==> src/hw/rtl/button_press_duration_classifier_unit_defines.svh <==
// Assertion macros for the button press duration classifier.
// No dependencies; define ASSERT_OFF to compile the checks away.
`ifndef BUTTON_PRESS_DURATION_CLASSIFIER_UNIT_DEFINES_SVH
`define BUTTON_PRESS_DURATION_CLASSIFIER_UNIT_DEFINES_SVH

`ifndef ASSERT_OFF
// Property that must hold at every clock edge outside reset
`define BPDC_ASSERT(label, clk, rst, prop, msg) \
   label: assert property (@(posedge clk) disable iff (rst) (prop)) else $error(msg);
// Cause in one cycle implies effect in the next
`define BPDC_ASSERT_NEXT(label, clk, rst, cause, effect, msg) \
   label: assert property (@(posedge clk) disable iff (rst) (cause) |=> (effect)) \
      else $error(msg);
`else
`define BPDC_ASSERT(label, clk, rst, prop, msg)
`define BPDC_ASSERT_NEXT(label, clk, rst, cause, effect, msg)
`endif

`endif

==> src/hw/rtl/bpdc_pkg.sv <==
// Shared types and constants of the button press duration classifier.
// No dependencies.
`default_nettype none

package bpdc_pkg;

   localparam int TimeWidth  = 32;
   localparam int StageWidth = 3;
   localparam int ThrWidth   = 16;
   localparam int CsrIdxWidth = 3;

   typedef logic [StageWidth-1:0] stage_type;
   typedef logic [ThrWidth-1:0]   thr_type;
   typedef logic [TimeWidth-1:0]  time_type;

   // Stage codes
   localparam stage_type STAGE_IDLE  = 3'd0;
   localparam stage_type STAGE_SHORT = 3'd1;
   localparam stage_type STAGE_MID   = 3'd2;
   localparam stage_type STAGE_LONG  = 3'd3;
   localparam stage_type STAGE_WARN  = 3'd4;
   localparam stage_type STAGE_HOLD  = 3'd5;

   // Request commands
   localparam logic CMD_SAMPLE = 1'b0;
   localparam logic CMD_CLEAR  = 1'b1;

   // Register indexes
   localparam logic [CsrIdxWidth-1:0] CSR_INVERT_LEVEL = 3'd0;
   localparam logic [CsrIdxWidth-1:0] CSR_SHORT_MAX    = 3'd1;
   localparam logic [CsrIdxWidth-1:0] CSR_MID_MIN      = 3'd2;
   localparam logic [CsrIdxWidth-1:0] CSR_LONG_MIN     = 3'd3;
   localparam logic [CsrIdxWidth-1:0] CSR_WARN_MIN     = 3'd4;
   localparam logic [CsrIdxWidth-1:0] CSR_HOLD_MIN     = 3'd5;
   localparam logic [CsrIdxWidth-1:0] CSR_HOLD_MAX     = 3'd6;

   // Register reset values
   localparam thr_type SHORT_MAX_RESET = 16'd500;
   localparam thr_type MID_MIN_RESET   = 16'd1000;
   localparam thr_type LONG_MIN_RESET  = 16'd2000;
   localparam thr_type WARN_MIN_RESET  = 16'd3000;
   localparam thr_type HOLD_MIN_RESET  = 16'd4000;
   localparam thr_type HOLD_MAX_RESET  = 16'd5000;

endpackage

`default_nettype wire

==> src/hw/rtl/button_press_duration_classifier_unit.sv <==
// Button press duration classifier: input register, classify logic, result register.
// Depends on bpdc_pkg and button_press_duration_classifier_unit_defines.svh.
// An accepted request waits in the input register until the result stage takes it.
// Throughput: one request per cycle while results are taken; a stalled result
// holds one request in the input register. Reset (synchronous, active high):
// default thresholds, stage idle, not pressed, press start zero, stages empty.
`default_nettype none
`include "button_press_duration_classifier_unit_defines.svh"

module button_press_duration_classifier_unit
   import bpdc_pkg::*;
(
   input  wire logic                   clock,
   input  wire logic                   reset,
   // configuration
   input  wire logic                   csr_we,
   input  wire logic [CsrIdxWidth-1:0] csr_index,
   input  wire logic [ThrWidth-1:0]    csr_wdata,
   // requests
   input  wire logic                   req_valid,
   output      logic                   req_ready,
   input  wire logic                   req_cmd,
   input  wire logic                   req_raw_level,
   input  wire logic [TimeWidth-1:0]   req_time_now,
   // results
   output      logic                   rsp_valid,
   input  wire logic                   rsp_ready,
   output      logic [StageWidth-1:0]  rsp_stage
);

   // Configuration registers
   logic    invert_ff;
   thr_type short_max_ff, mid_min_ff, long_min_ff, warn_min_ff, hold_min_ff, hold_max_ff;

   // Input register
   logic     in_valid_ff;
   logic     cmd_ff;
   logic     raw_ff;
   time_type now_ff;

   // Classifier state; stage_ff doubles as the result register
   logic      out_valid_ff;
   logic      pressed_ff, pressed_in;
   time_type  start_ff, start_in;
   stage_type stage_ff, stage_in;

   logic      advance;
   logic      pressed;
   time_type  dur;

   // Write configuration registers; unknown indexes drop the write
   always_ff @(posedge clock) begin
      if (reset) begin
         invert_ff    <= 1'b0;
         short_max_ff <= SHORT_MAX_RESET;
         mid_min_ff   <= MID_MIN_RESET;
         long_min_ff  <= LONG_MIN_RESET;
         warn_min_ff  <= WARN_MIN_RESET;
         hold_min_ff  <= HOLD_MIN_RESET;
         hold_max_ff  <= HOLD_MAX_RESET;
      end else if (csr_we) begin
         unique case (csr_index)
            CSR_INVERT_LEVEL: invert_ff    <= csr_wdata[0];
            CSR_SHORT_MAX:    short_max_ff <= csr_wdata;
            CSR_MID_MIN:      mid_min_ff   <= csr_wdata;
            CSR_LONG_MIN:     long_min_ff  <= csr_wdata;
            CSR_WARN_MIN:     warn_min_ff  <= csr_wdata;
            CSR_HOLD_MIN:     hold_min_ff  <= csr_wdata;
            CSR_HOLD_MAX:     hold_max_ff  <= csr_wdata;
            default: ;
         endcase
      end
   end

   // Advance the input register into the result stage unless the result is stalled
   assign advance   = in_valid_ff && (!out_valid_ff || rsp_ready);
   assign req_ready = !in_valid_ff || advance;

   // Capture a request
   always_ff @(posedge clock) begin
      if (reset) begin
         in_valid_ff <= 1'b0;
      end else if (req_ready) begin
         in_valid_ff <= req_valid;
      end
   end

   always_ff @(posedge clock) begin
      if (req_valid && req_ready) begin
         cmd_ff <= req_cmd;
         raw_ff <= req_raw_level;
         now_ff <= req_time_now;
      end
   end

   // Classify: edge check, elapsed time and threshold compares in fixed order
   assign pressed = raw_ff ^ invert_ff;
   assign dur     = now_ff - start_ff;

   always_comb begin
      pressed_in = pressed_ff;
      start_in   = start_ff;
      stage_in   = stage_ff;
      if (cmd_ff == CMD_CLEAR) begin
         if (stage_ff == STAGE_SHORT || stage_ff == STAGE_HOLD) begin
            stage_in = STAGE_IDLE;
         end
      end else begin
         pressed_in = pressed;
         if (pressed && !pressed_ff) begin
            start_in = now_ff;
            stage_in = STAGE_IDLE;
         end else if (pressed && pressed_ff) begin
            priority if (dur > TimeWidth'(hold_max_ff)) begin
               stage_in = STAGE_IDLE;
            end else if (dur < TimeWidth'(mid_min_ff)) begin
               stage_in = STAGE_IDLE;
            end else if (dur < TimeWidth'(long_min_ff)) begin
               stage_in = STAGE_MID;
            end else if (dur < TimeWidth'(warn_min_ff)) begin
               stage_in = STAGE_LONG;
            end else begin
               stage_in = STAGE_WARN;
            end
         end else if (!pressed && pressed_ff) begin
            start_in = '0;
            priority if (dur < TimeWidth'(short_max_ff)) begin
               stage_in = STAGE_SHORT;
            end else if (dur >= TimeWidth'(hold_min_ff) && dur <= TimeWidth'(hold_max_ff)) begin
               stage_in = STAGE_HOLD;
            end else begin
               stage_in = STAGE_IDLE;
            end
         end
      end
   end

   // Update state and result on advance; drop the result once taken
   always_ff @(posedge clock) begin
      if (reset) begin
         out_valid_ff <= 1'b0;
         pressed_ff   <= 1'b0;
         start_ff     <= '0;
         stage_ff     <= STAGE_IDLE;
      end else begin
         if (advance) begin
            out_valid_ff <= 1'b1;
            pressed_ff   <= pressed_in;
            start_ff     <= start_in;
            stage_ff     <= stage_in;
         end else if (rsp_ready) begin
            out_valid_ff <= 1'b0;
         end
      end
   end

   assign rsp_valid = out_valid_ff;
   assign rsp_stage = stage_ff;

   // Checks
   `BPDC_ASSERT(a_start_cleared, clock, reset, pressed_ff || (start_ff == '0),
      "press start not cleared while released")
   `BPDC_ASSERT_NEXT(a_clear_result, clock, reset, advance && (cmd_ff == CMD_CLEAR),
      (rsp_stage != STAGE_SHORT) && (rsp_stage != STAGE_HOLD), "clear left a pending event")
   `BPDC_ASSERT_NEXT(a_input_held, clock, reset, in_valid_ff && !advance,
      in_valid_ff && $stable(now_ff) && $stable(cmd_ff), "stalled request lost")

endmodule

`default_nettype wire

==> config.mk <==
export PLATFORM = sky130hd
export DESIGN_NAME = button_press_duration_classifier_unit
export DESIGN_NICKNAME = d
export VERILOG_FILES = /design/src/hw/rtl/bpdc_pkg.sv /design/src/hw/rtl/button_press_duration_classifier_unit.sv
export VERILOG_INCLUDE_DIRS = /design/src /design/src/hw/rtl
export SDC_FILE = /design/constraint.sdc
export NUM_CORES = 1
export LEC_CHECK = 0
export BUFFER_PORTS_ARGS = -buffer_cell sky130_fd_sc_hd__buf_2
export CAP_MARGIN = 20
export CORE_AREA = 8 8 139 141
export DETAILED_ROUTE_END_ITERATION = 6
export DIE_AREA = 0 0 147 149
export HOLD_SLACK_MARGIN = 0.02
export PLACE_DENSITY = 0.78
export SYNTH_ARGS = -nofsm -noshare
export SYNTH_HDL_FRONTEND = slang
export SYNTH_SLANG_ARGS = --single-unit
==> constraint.sdc <==
create_clock -name clock -period 4.1 [get_ports clock]
set_input_delay 0 -clock clock [delete_from_list [all_inputs] [get_ports clock]]
set_output_delay 0 -clock clock [all_outputs]
set_load 0.02 [all_outputs]
# Word-level counts from Yosys, hierarchy flattened
# Cells that the tools add are included.
dict set report totals {
  register_bits 169
  out_inout_bits 5
  elab_cells 78
}
dict set report classes {
  addsub 1
  magnitude_cmp 7
  eq_ne 10
  mux 16
  bitwise 2
  reduce_logical 27
}
# op count
set op_table {}
lappend op_table {{$lt 32x16->1} 4}
lappend op_table {{$mux 32} 3}
lappend op_table {{$mux 3} 11}
lappend op_table {{$ge 32x16->1} 1}
lappend op_table {{$gt 32x16->1} 1}
lappend op_table {{$le 32x16->1} 1}
lappend op_table {{$sub 32x32->32} 1}
lappend op_table {{$reduce_and 2->1} 8}
lappend op_table {{$eq 3x3->1 const B} 4}
lappend op_table {{$eq 3x1->1 const B} 2}
lappend op_table {{$eq 3x2->1 const B} 2}
lappend op_table {{$logic_and 1x1->1} 6}
lappend op_table {{$logic_not 1->1} 4}
lappend op_table {{$reduce_and 4->1} 1}
lappend op_table {{$reduce_bool 2->1} 2}
lappend op_table {{$reduce_bool 4->1} 1}
lappend op_table {{$logic_not 3->1} 1}
lappend op_table {{$logic_or 1x1->1} 3}
lappend op_table {{$reduce_and 3->1} 1}
lappend op_table {{$mux 1} 2}
lappend op_table {{$ne 2x1->1 const B} 1}
lappend op_table {{$ne 2x2->1 const B} 1}
lappend op_table {{$not 1->1} 1}
lappend op_table {{$xor 1x1->1} 1}

# Depth between registers and ports, before layout
# Gate-level depths: netlist (run 1).
dict set report depth {
  depth_word 9
  depth_mapped 19
}

# Worst setup path after synthesis (run 1)
# Ideal clock, no wire load.
dict set report synth_timing {
  path_type {register to register}
  start {register now_ff[0]}
  end {register stage_ff[0] (netlist: rsp_stage[0])}
  arrival_ns 3.555
  required_time_ns 4.031
  slack_ns 0.477
  path_stages_with_launch 18
  n_path_buf 0
  path_cell_list {edfxtp_1 inv_1 ha_1 fa_1 nand2b_1 a21oi_2 nor2_1 o21ai_0 a21oi_1 xnor2_1 ha_1 nand4_1 nor2_1 a2111oi_0 o2bb2ai_1 inv_1 o311a_1 o21ai_1}
}
dict set report synth_via {
  elab_chain_cells 9
  elab_cells_between_ends 19
}
# item line
set synth_lines {}
lappend synth_lines {{start, declared} button_press_duration_classifier_unit.sv:39} ;# time_type now_ff;
lappend synth_lines {{start signal, assigned} button_press_duration_classifier_unit.sv:92} ;# now_ff <= req_time_now;
lappend synth_lines {{$sub 32x32->32 *} button_press_duration_classifier_unit.sv:98} ;# assign dur = now_ff - start_ff;
lappend synth_lines {{$lt 32x16->1 (tied with other cells)} button_press_duration_classifier_unit.sv:120} ;# end else if (dur < TimeWidth'(warn_min_ff)) begin
lappend synth_lines {{$mux 3 / $logic_and 1x1->1 (equally long branches)} {button_press_duration_classifier_unit.sv:120, button_press_duration_classifier_unit.sv:129}}
lappend synth_lines {{$mux 3 (on tied branches)} {button_press_duration_classifier_unit.sv:118, button_press_duration_classifier_unit.sv:129}}
lappend synth_lines {{$mux 3 (on tied branches)} {button_press_duration_classifier_unit.sv:116, button_press_duration_classifier_unit.sv:127}}
lappend synth_lines {{$mux 3 (on tied branches)} {button_press_duration_classifier_unit.sv:114, button_press_duration_classifier_unit.sv:125}}
lappend synth_lines {{$mux 3 *} button_press_duration_classifier_unit.sv:113} ;# end else if (pressed && pressed_ff) begin
lappend synth_lines {{$mux 3 *} button_press_duration_classifier_unit.sv:110} ;# if (pressed && !pressed_ff) begin
lappend synth_lines {{$mux 3 *} button_press_duration_classifier_unit.sv:104} ;# if (cmd_ff == CMD_CLEAR) begin
lappend synth_lines {{end signal, assigned} button_press_duration_classifier_unit.sv:150} ;# stage_ff <= stage_in;
lappend synth_lines {{end, declared} button_press_duration_classifier_unit.sv:45} ;# stage_type stage_ff, stage_in;
# Mark *: on every way between the ends. The rest lies on a longest branch, timed or not. The select of a mux whose other input is x is not followed.
# A chain may end at the register's enable or synchronous reset.

# Worst setup path in the final report (run 1)
dict set report layout_timing {
  start {register now_ff[27]}
  end {register stage_ff[2] (netlist: rsp_stage[2])}
}
# Same word-level chain as after synthesis.

==> results.md, run 1 <==
* Async SR Flop Fraction at 0%
* Final nets at 1,575
* Die Area at 21,900 um2
* Min-Delay Path Depth at 4
* Top Metal Used: met4
* Initial core utilization at 60.79%
* Worst EP arrival at around 4100 ps
* Crit-path max FO at 10
* Number of synthesized flops with an enable pin at 34
* CP required at 4450 ps
* FMAX at around 260 MHz
* Register area at roughly 3700 um2
* WL/cell at roughly 16 um
* Yosys warning count at 0
* DIE WIDTH at around 150 um
* Final GP Congestion at slightly below 1
* Fin Clk Skew at 7.501 ps
* Top_reg_cell synth: dfxtp_1
* Met3 Wirelength at 1.144 mm
* Pwr dens at 348.9 nW/um2
* Worst r2r src: now_ff[27]
* Remaining antenna violation count at 0
* Mapped Nets at between 1,000 and 1,500
* R2R Setup Slk at 310 ps
* Root buf cell: clkbuf_16
* WHS Endpoint: invert_ff
* Synthesized flop and latch total at ~170
* Worst-path clk slew at 60 ps
* Final worst-path cycle share at between 90% and 100%
* Post-synthesis sequential area ratio at between 30% and 40%
* Filler cells at roughly 1,400
* Largest net degree at the start of global routing at just over 70
* Fin. Hold Viols at 0
* Hold Crit Start: csr_index[0]
* Drt pass-1 iters at 5
* Antenna diodes at 0
* Vias in the first global route at about 9,100
* Leak at 4.930 nW
* Path type of the worst min-delay path: input pin to flop
* Cts bufs inserted at 17
* Routed Wire Length at approximately 26 mm
* Reg2reg end: rsp_stage[2]
* Crit Path Category: flop to flop
* Final slew viol count at 0
* Total chip power at between 4 and 5 mW
* Maxcap violations at 0
* First-pass GRT wire length at between 40 and 50 mm
* Yosys cell types at 63
* Die Y-Extent at between 100 and 150 um
* CTS Sinks at 169
* Syn Area/Cell at roughly 8 um2
* I/O Pins at 63
* Mean number of vias per cell at around 5.8
* FP Rows at 48
* Netlist Area Pre-Place at between 10,000 and 15,000 um2
* Setup tns final at 0 ps
* Skew-Pair Late Insertion Delay at around 430 ps
* P&R area growth vs syn at 16.28%
* Post-Syn Instances at about 1,300
* Max rail drop VDD at approximately 0.00031 V
* # setup viols final at 0
* Slew HR at between 40 and 50%
* Met2 wire len at approximately 13 mm
* Share of post-route cells with drive strength above 1 at about a tenth
* IO buf count at 62
* DRC at 0
* Global route overflow at 0
* Initial antenna violation count at 0
* Total GRT Usage at roughly 24%
* Outcome: complete, no violations
* CTS tree: built
* Unrepaired setup endpoints after global routing: no
* Worst setup SP type: flop
* M1 WL at 11.66 mm
* Area of the multi-input gates at between 5000 and 6000 um2
* DP HPWL at about 19 mm
* CP Capture Type: flop
* Min Tclk post-route at around 3800 ps
* Core area at 17,060 um2
* Worst reg-to-reg path cell count at 10
* Initial drt markers at between 500 and 600
* Worst slew pin tran at around 760 ps
* DR vias at approximately 9,400
* Post-CTS Repair Setup Buffers at 0
* Clock tree buffer depth at 2
* H-tree depth at 4
power by group:
part / leakage (nW) / switching, mW / internal [mW]
Sequential: 1.43 / 0.0251 / 1.75
Combinational: 3.25 / 0.506 / 0.366
Clock: 0.257 / 0.670 / 0.890
Total: 4.93 / 1.20 / 3.01
placed cells by master, fill, tap and decap left out, types with 12 or more instances in the layout:
master / n
nor2_1: 70
a21o_1: 29
dlygate4sd3_1: 53
buf_4: 25
o211ai_1: 12
a211o_1: 31
nand4_1: 21
edfxtp_1: 34
nand2_1: 212
nand3_1: 51
a21oi_1: 157
ha_1: 126
nand2b_1: 15
clkbuf_16: 17
inv_1: 136
o21ai_0: 38
dfxtp_1: 135
nor3_1: 14
buf_2: 61
stage by stage:
stage | setup WS, ps | hold slack [ps] | utilization, % | instances | instance area (um2)
global route | 39.97 | 64.84 | 70.69 | 1627 | 12060
global placement | 300.7 | 175.9 | 64.13 | 1543 | 10940
finish | 312.2 | 39.07 | 70.69 | 1627 | 12060
floorplan | 476.6 | 98.87 | - | 1287 | 10370
detailed placement | 213.9 | 178.1 | 64.13 | 1543 | 10940
CTS | 188.0 | 21.76 | 70.53 | 1627 | 12030
synthesized netlist by cell type (2+ instances only):
library cell | n | area share [%]
nand2_1 | 212 | 7.7
a21oi_1 | 157 | 7.6
inv_1 | 136 | 4.9
dfxtp_1 | 135 | 26
ha_1 | 126 | 15
nor2_1 | 71 | 2.6
nand3_1 | 51 | 2.5
clkbuf_1 | 50 | 1.8
o21ai_0 | 39 | 1.9
edfxtp_1 | 34 | 9.8
a211o_1 | 31 | 2.6
a21o_1 | 29 | 2.1
nand4_1 | 21 | 1.3
nand2b_1 | 15 | 0.91
nor3_1 | 15 | 0.72
o211ai_1 | 12 | 0.87
nor2b_1 | 11 | 0.66
xnor2_1 | 11 | 0.93
o21a_1 | 10 | 0.72
o21ai_1 | 10 | 0.48
nand3b_1 | 9 | 0.65
xor2_1 | 9 | 0.76
a211oi_1 | 8 | 0.58
and3_1 | 6 | 0.36
and4_1 | 5 | 0.42
buf_2 | 5 | 0.24
a2111oi_0 | 4 | 0.34
a21boi_0 | 4 | 0.29
o2111ai_1 | 4 | 0.34
o31ai_1 | 4 | 0.29
or2_2 | 4 | 0.24
or3_1 | 4 | 0.24
a31oi_1 | 3 | 0.18
mux2i_1 | 3 | 0.29
o21bai_1 | 3 | 0.22
o22ai_1 | 3 | 0.18
or4_1 | 3 | 0.22
a21oi_2 | 2 | 0.17
and2_1 | 2 | 0.12
nand2_2 | 2 | 0.12
o21ai_2 | 2 | 0.17
layer usage:
metal / track usage [%] / vias up
li1: - / 4675
met2: 41.41 / 264
met3: 3.853 / 62
met5: 0 / -
met4: 11.68 / 0
met1: 29.23 / 4377
kinds of logic after synthesis:
logic type | count (synthesis) | share of synthesized area [%]
flip-flops | 169 | 35.91
multiplexers | 4 | 0.3982
XOR/XNOR | 20 | 1.689
AND/OR/NAND/NOR | 436 | 19.05
adder cells (fa/ha/maj) | 127 | 15.40
buffers and inverters | 191 | 6.975
AO/OA/AOI/OAI | 340 | 20.57
area by class of cell:
type / count / area share [%]
well taps: 225 / 2.335
multi-input cells: 927 / 49.41
flip-flops and latches: 169 / 30.88
repair buffers: 139 / 8.489
inverters: 136 / 4.234
clock inverters: 12 / 1.059
clock buffers: 19 / 3.591
state kept, by name, summed over array words and instances, names as in the netlist:
name          cells
short_max_ff     16
pressed_ff        1
invert_ff         1
in_valid_ff       1
now_ff           32
hold_min_ff      16
start_ff         32
warn_min_ff      16
cmd_ff            1
raw_ff            1
mid_min_ff       16
rsp_stage         3
hold_max_ff      16
rsp_valid         1
long_min_ff      16
worst max-delay path by stage:
stage	to	start	slack [ps]	cells past startpoint
after global routing	rsp_stage[0]	now_ff[4]	40	14
final	rsp_stage[2]	now_ff[27]	310	10
after detailed placement	rsp_stage[0]	now_ff[0]	210	18
after CTS	rsp_stage[0]	now_ff[0]	190	18
after global placement	rsp_stage[0]	now_ff[0]	300	18
after floorplan	rsp_stage[0]	now_ff[0]	480	17
critical path: stages (launching register included):
cell       delay, ps
edfxtp_1         390
ha_1             450
a21oi_1          330
o311ai_0         230
o211ai_1         310
o2111ai_1        140
a2111oi_0        580
nand3_1          180
or4_1            440
or4_4            510
o21ai_1          150
what timing repair did:
action                                  4_1_cts  5_1_grt
gates resized for setup                       0        6
hold endpoints to repair                    133        0
hold buffers                                 53        0
endpoints found under the setup margin        0        3
No activity file was read; power rests on OpenSTA's default activity.
==> inputs of run 2 (changes only) <==
--- a/config.mk
+++ b/config.mk
@@ -13,6 +13,7 @@
 export DIE_AREA = 0 0 147 149
 export HOLD_SLACK_MARGIN = 0.02
 export PLACE_DENSITY = 0.78
+export REMOVE_ABC_BUFFERS = 1
 export SYNTH_ARGS = -nofsm -noshare
 export SYNTH_HDL_FRONTEND = slang
 export SYNTH_SLANG_ARGS = --single-unit
==> run 2 against run 1 <==
Effect of this change: clock skew is 8.1 ps higher; hold slack better by 28 ps; power is 3.7% higher; critical endpoint unchanged; largest cell class unchanged.
==> results.md, run 2 (synthesis results as in run 1) <==
* Root buf cell: clkbuf_16
* Commonest non-fill, non-tap cell in the layout: nand2_1
* DR vias at around 9,300
* Core area at 17,060 um2
* Final nets at roughly 1,600
* Largest regs: now_ff: 32 flops, start_ff: 32 flops
* Antenna diodes at 0
* CTS tree: built
* Global route overflow at 0
* Worst setup margin at ~250 ps
* Worst setup SP type: flop
* Leak at between 4 and 5 nW
* Share of post-route cells with drive strength above 1 at 9.808%
* Final worst-path cycle share at around 94%
* Area of the multi-input gates at about 6000 um2
* Routed Wire Length at ~27 mm
* Maxcap violations at 0
* Mean number of vias per cell at ~5.7
* Worst slew pin tran at between 900 and 1000 ps
* I/O Pins at between 60 and 70
* CTS Sinks at 169
* FMAX at roughly 260 MHz
* # setup viols final at 0
* Register area at 3724 um2
* Min-Delay Path Depth at 4
* Die Y-Extent at roughly 150 um
* Worst reg-to-reg path cell count at 18
* Worst EP arrival at approximately 4200 ps
* IO buf count at 62
* Outcome: complete, no violations
* Placed Instances at 1,540
* Initial antenna violation count at 0
* Hold Crit Start: csr_index[0]
* H-tree depth at 4
* Clock tree buffer depth at 2
* Drt pass-1 iters at 5
* Crit-path max FO at 3
* Pwr dens at between 300 and 400 nW/um2
* Total GRT Usage at roughly a quarter
* Filler cells at 1,386
* Setup crit start: now_ff[0]
* P&R area growth vs syn at 17.27%
* Final GP Congestion at 0.9271
* Skew-Pair Late Insertion Delay at between 400 and 500 ps
* WL/cell at approximately 16 um
* Crit Path Category: flop to flop
* Fin Clk Skew at 15.62 ps
* Slew HR at about a third
* Max rail drop VDD at slightly below 0.0005 V
* WHS Endpoint: invert_ff
* Vias in the first global route at 8,839
* Worst r2r src: now_ff[0]
* Path type of the worst min-delay path: input pin to flop
* CP required at ~4500 ps
* CP Capture Type: flop
* Most frequent cells in the layout: nand2_1 (212), a21oi_1 (157), inv_1 (136)
* Final cell count without fillers at between 1,500 and 2,000
* Min Tclk post-route at 3853 ps
* FP Rows at 48
* Largest net degree at the start of global routing at 89
* DRC at 0
* Post-place setup slack at 187.9 ps
* R2R Setup Slk at roughly 250 ps
* Worst-path clk slew at about 60 ps
* DP HPWL at just under 20 mm
* Initial drt markers at a little over 700
* Post-CTS Repair Setup Buffers at 0
* Reg2reg end: rsp_stage[2]
* Final slew viol count at 0
* Initial core utilization at roughly three fifths
* DIE WIDTH at ~150 um
* First-pass GRT wire length at 44.43 mm
* Remaining antenna violation count at 0
* Cts bufs inserted at 17
* Die Area at 21,900 um2
* Fin. Hold Viols at 0
## run 2: report_power, final
group,internal (mW),switching [mW],total (mW)
clock network,0.971,0.730,1.70
registers,1.75,0.0267,1.78
logic,0.368,0.517,0.885
## run 2: worst max path at each step
| stage | endpoint | cells past startpoint |
|---|---|---|
| 2_1_floorplan | rsp_stage[0] | 17 |
| 3_3_place_gp | rsp_stage[0] | 17 |
| 3_5_place_dp | rsp_stage[0] | 17 |
| 4_1_cts | rsp_stage[0] | 17 |
| 5_1_grt | rsp_stage[0] | 20 |
| 6_report | rsp_stage[2] | 18 |
## run 2: stage by stage
| step | power, mW | hold WS, ps | setup TNS (ps) | cell area, um2 | util, % |
|---|---|---|---|---|---|
| after floorplan | 2.343 | 69.07 | 0 | 10160 | - |
| after global placement | 2.609 | 175.9 | 0 | 10920 | 64.00 |
| after detailed placement | 2.627 | 178.1 | 0 | 10920 | 64.00 |
| after CTS | 4.356 | 65.33 | 0 | 12130 | 71.10 |
| after global routing | 4.552 | 98.42 | -1.191 | 12160 | 71.29 |
| final | 4.362 | 66.92 | 0 | 12160 | 71.29 |
## run 2: cell type report
type	count	area share, %
Sequential cell	169	30.62
Clock inverter	15	1.533
Clock buffer	17	3.499
Multi-Input combinational cell	927	49.02
Timing Repair Buffer	143	8.808
Inverter	136	4.198
Tap cell	225	2.315
## run 2: repair_timing
item	CTS	global route
gates resized for setup	0	8
hold buffers	60	0
hold endpoints to repair	133	0
endpoints found under the setup margin	0	3
## run 2: per-layer routing
metal	vias to the layer above	GRT usage (%)	wire length, um
met1	4307	33.93	12740
met3	35	4.278	1603
met5	-	0	0
li1	4697	-	-
met4	0	7.700	408
met2	280	39.91	12150
## run 2: critical path, stage by stage, from the launching register on
cell       delay, ps
edfxtp_1         350
inv_1             50
ha_1             220
fa_1             400
nand2b_1         190
a21oi_2          170
nor2_1           130
o21ai_1          230
xor2_1           440
ha_1             230
a21oi_1           60
nor2b_1          100
o21ai_0          100
a21oi_1          150
a2111oi_0         80
o21ba_2          240
or2_2            310
o22a_1           210
o21ai_1          120
==> inputs of run 3 (changes only) <==
--- a/config.mk
+++ b/config.mk
@@ -13,6 +13,7 @@
 export DIE_AREA = 0 0 147 149
 export HOLD_SLACK_MARGIN = 0.02
 export PLACE_DENSITY = 0.78
+export RECOVER_POWER = 100
 export REMOVE_ABC_BUFFERS = 1
 export SYNTH_ARGS = -nofsm -noshare
 export SYNTH_HDL_FRONTEND = slang
==> run 3 against run 2 <==
Effect of this change: the run now ends with capacitance limit, slew limit left; cell count unchanged; setup slack got worse by 2.5 ps; wire length about the same; power about the same; combinational power about the same; global-route usage unchanged; critical path depth decreased by 1; hold slack got worse by 2.4 ps; utilization decreased by 0.088 points; non-clock buffer count unchanged; maximum frequency about the same; register-to-register slack about the same; critical path type unchanged.
==> results.md, run 3 (synthesis results as in run 1) <==
* FMAX at around 260 MHz
* Die Y-Extent at between 100 and 150 um
* Root buf cell: clkbuf_16
* Min Tclk post-route at a little under 4000 ps
* Antenna diodes at 0
* H-tree depth at 4
* Final nets at about 1,600
* Reg2reg end: rsp_stage[0]
* CP Capture Type: flop
* Cts bufs inserted at 17
* Total chip power at roughly 4.4 mW
* Largest net degree at the start of global routing at 89
* Initial antenna violation count at 0
* WL/cell at between 15 and 20 um
* Placed Instances at ~1,500
* IO buf count at 62
* Worst reg-to-reg path cell count at 17
* Total GRT Usage at ~25%
* Worst-path clk slew at approximately 70 ps
* First-pass GRT wire length at ~44 mm
* Core area at roughly 17,000 um2
* Slew HR at -41.51%
* Crit Path Category: flop to flop
* Vias in the first global route at 8,839
* Final GP Congestion at between 0.9 and 1
* Fin Clk Skew at roughly 16 ps
* CP required at 4470 ps
* P&R area growth vs syn at 17.12%
* Initial core utilization at 60.79%
* Setup crit start: now_ff[8]
* DIE WIDTH at roughly 150 um
* Critical Path End: rsp_stage[0]
* Initial drt markers at between 700 and 800
* Fin. Hold Viols at 0
* Final cell count without fillers at 1,632
* DR vias at approximately 9,300
* Mean number of vias per cell at ~5.7
* Clock tree buffer depth at 2
* Peak per-stage delay on the critical path at between 400 and 500 ps
* Outcome: finished, violations left
* Worst setup SP type: flop
* DRC at 0
* # setup viols final at 0
* Drt pass-1 iters at 5
* CTS tree: built
* Maxcap violations at 2
* Die Area at ~22,000 um2
* Worst slew pin tran at roughly 2100 ps
* Path type of the worst min-delay path: input pin to flop
* Final worst-path cycle share at a little over nine tenths
* Worst r2r src: now_ff[8]
* Commonest non-fill, non-tap cell in the layout: nand2_1
* Worst path slowest cell: edfxtp_1
* Remaining antenna violation count at 0
* Global route overflow at 0
* Final slew viol count at 83
* Worst hold slack at about 65 ps
* Post-place setup slack at between 150 and 200 ps
* Largest regs: now_ff: 32 flops, start_ff: 32 flops
* R2R Setup Slk at roughly 240 ps
* Share of post-route cells with drive strength above 1 at 9.240%
* Routed Wire Length at 26.90 mm
* DP HPWL at 19.31 mm
* Most frequent cells in the layout: nand2_1 (212), a21oi_1 (157), inv_1 (136)
* Pwr dens at ~360 nW/um2
* CTS Sinks at approximately 170
* I/O Pins at 63
* Most used cell, CP: a21oi_1
* Worst EP arrival at between 4000 and 5000 ps
* Failing checks: capacitance limit, slew limit
* Crit-path max FO at 6
* Leak at between 4 and 5 nW
* Worst setup margin at 244.8 ps
* Cell Chain, Critical Path: ha_1 > a21oi_1 > o21ai_0 > a21oi_1 > nand2_1 > a21o_1 > a21oi_1 > xnor2_1 > buf_4 > ha_1 > nand3_1 > nor3_1 > o41ai_1 > o211ai_1 > nand2_1 > o311a_1 > o21ai_1
* Skew-Pair Late Insertion Delay at 440 ps
* Max rail drop VDD at 0.0004815 V
* FP Rows at between 40 and 50
==> run 3: cell count changes in the layout (fill, tap and decap cells not counted) <==
cell      change
clkbuf_1      +8
buf_2         -6
buf_4         -2
and2_0        +1
and2_1        -1
==> run 3: worst min-delay path by stage <==
stage	start	endpoint	cells past startpoint
final	csr_index[0]	invert_ff	4
after global routing	csr_index[0]	invert_ff	4
after CTS	csr_index[0]	invert_ff	4
after detailed placement	req_time_now[18]	now_ff[18]	1
after global placement	req_time_now[6]	now_ff[6]	1
after floorplan	reset	hold_max_ff[0]	1
==> run 3: final cells by class <==
class | instances | area [um2]
Inverter | 136 | 510.5
Fill cell | 1391 | 4912
Clock buffer | 17 | 425.4
Tap cell | 225 | 281.5
Clock inverter | 15 | 186.4
Multi-Input combinational cell | 927 | 5961
Sequential cell | 169 | 3724
Timing Repair Buffer | 143 | 1056
==> run 3: repair_timing <==
action,CTS,global route
resized for setup,0,8
hold buffers,60,0
setup endpoints to repair,0,3
setup buffers,0,0
endpoints found under the hold margin,133,0
==> run 3: worst max-delay path: cells and delay by family, from the launching register on <==
kind / cells / cell delay, ps
simple gates: 4 / 570
compound gates: 9 / 1790
xor+xnor: 1 / 120
fa+ha+maj: 2 / 710
buf+inv: 1 / 190
flops: 1 / 420
==> run 3: routing by layer <==
metal / share of wire [%] / up-vias / global-route usage (%)
met1: 48 / 4310 / 33.93
met2: 45 / 285 / 39.91
met5: 0 / - / 0
met3: 5.9 / 37 / 4.278
li1: - / 4695 / -
met4: 1.5 / 0 / 7.700
==> run 3: where the power goes <==
| part | switching, mW | leakage, nW | internal (mW) |
|---|---|---|---|
| clock network | 0.732 | 0.290 | 0.971 |
| logic | 0.517 | 3.25 | 0.367 |
| registers | 0.0269 | 1.43 | 1.75 |
==> run 3: through the flow <==
step	util, %	setup TNS, ps	cell area, um2
2_1_floorplan	-	0	10160
3_3_place_gp	64.00	0	10920
3_5_place_dp	64.00	0	10920
4_1_cts	71.10	0	12130
5_1_grt	71.20	-1.191	12140
6_report	71.20	0	12140
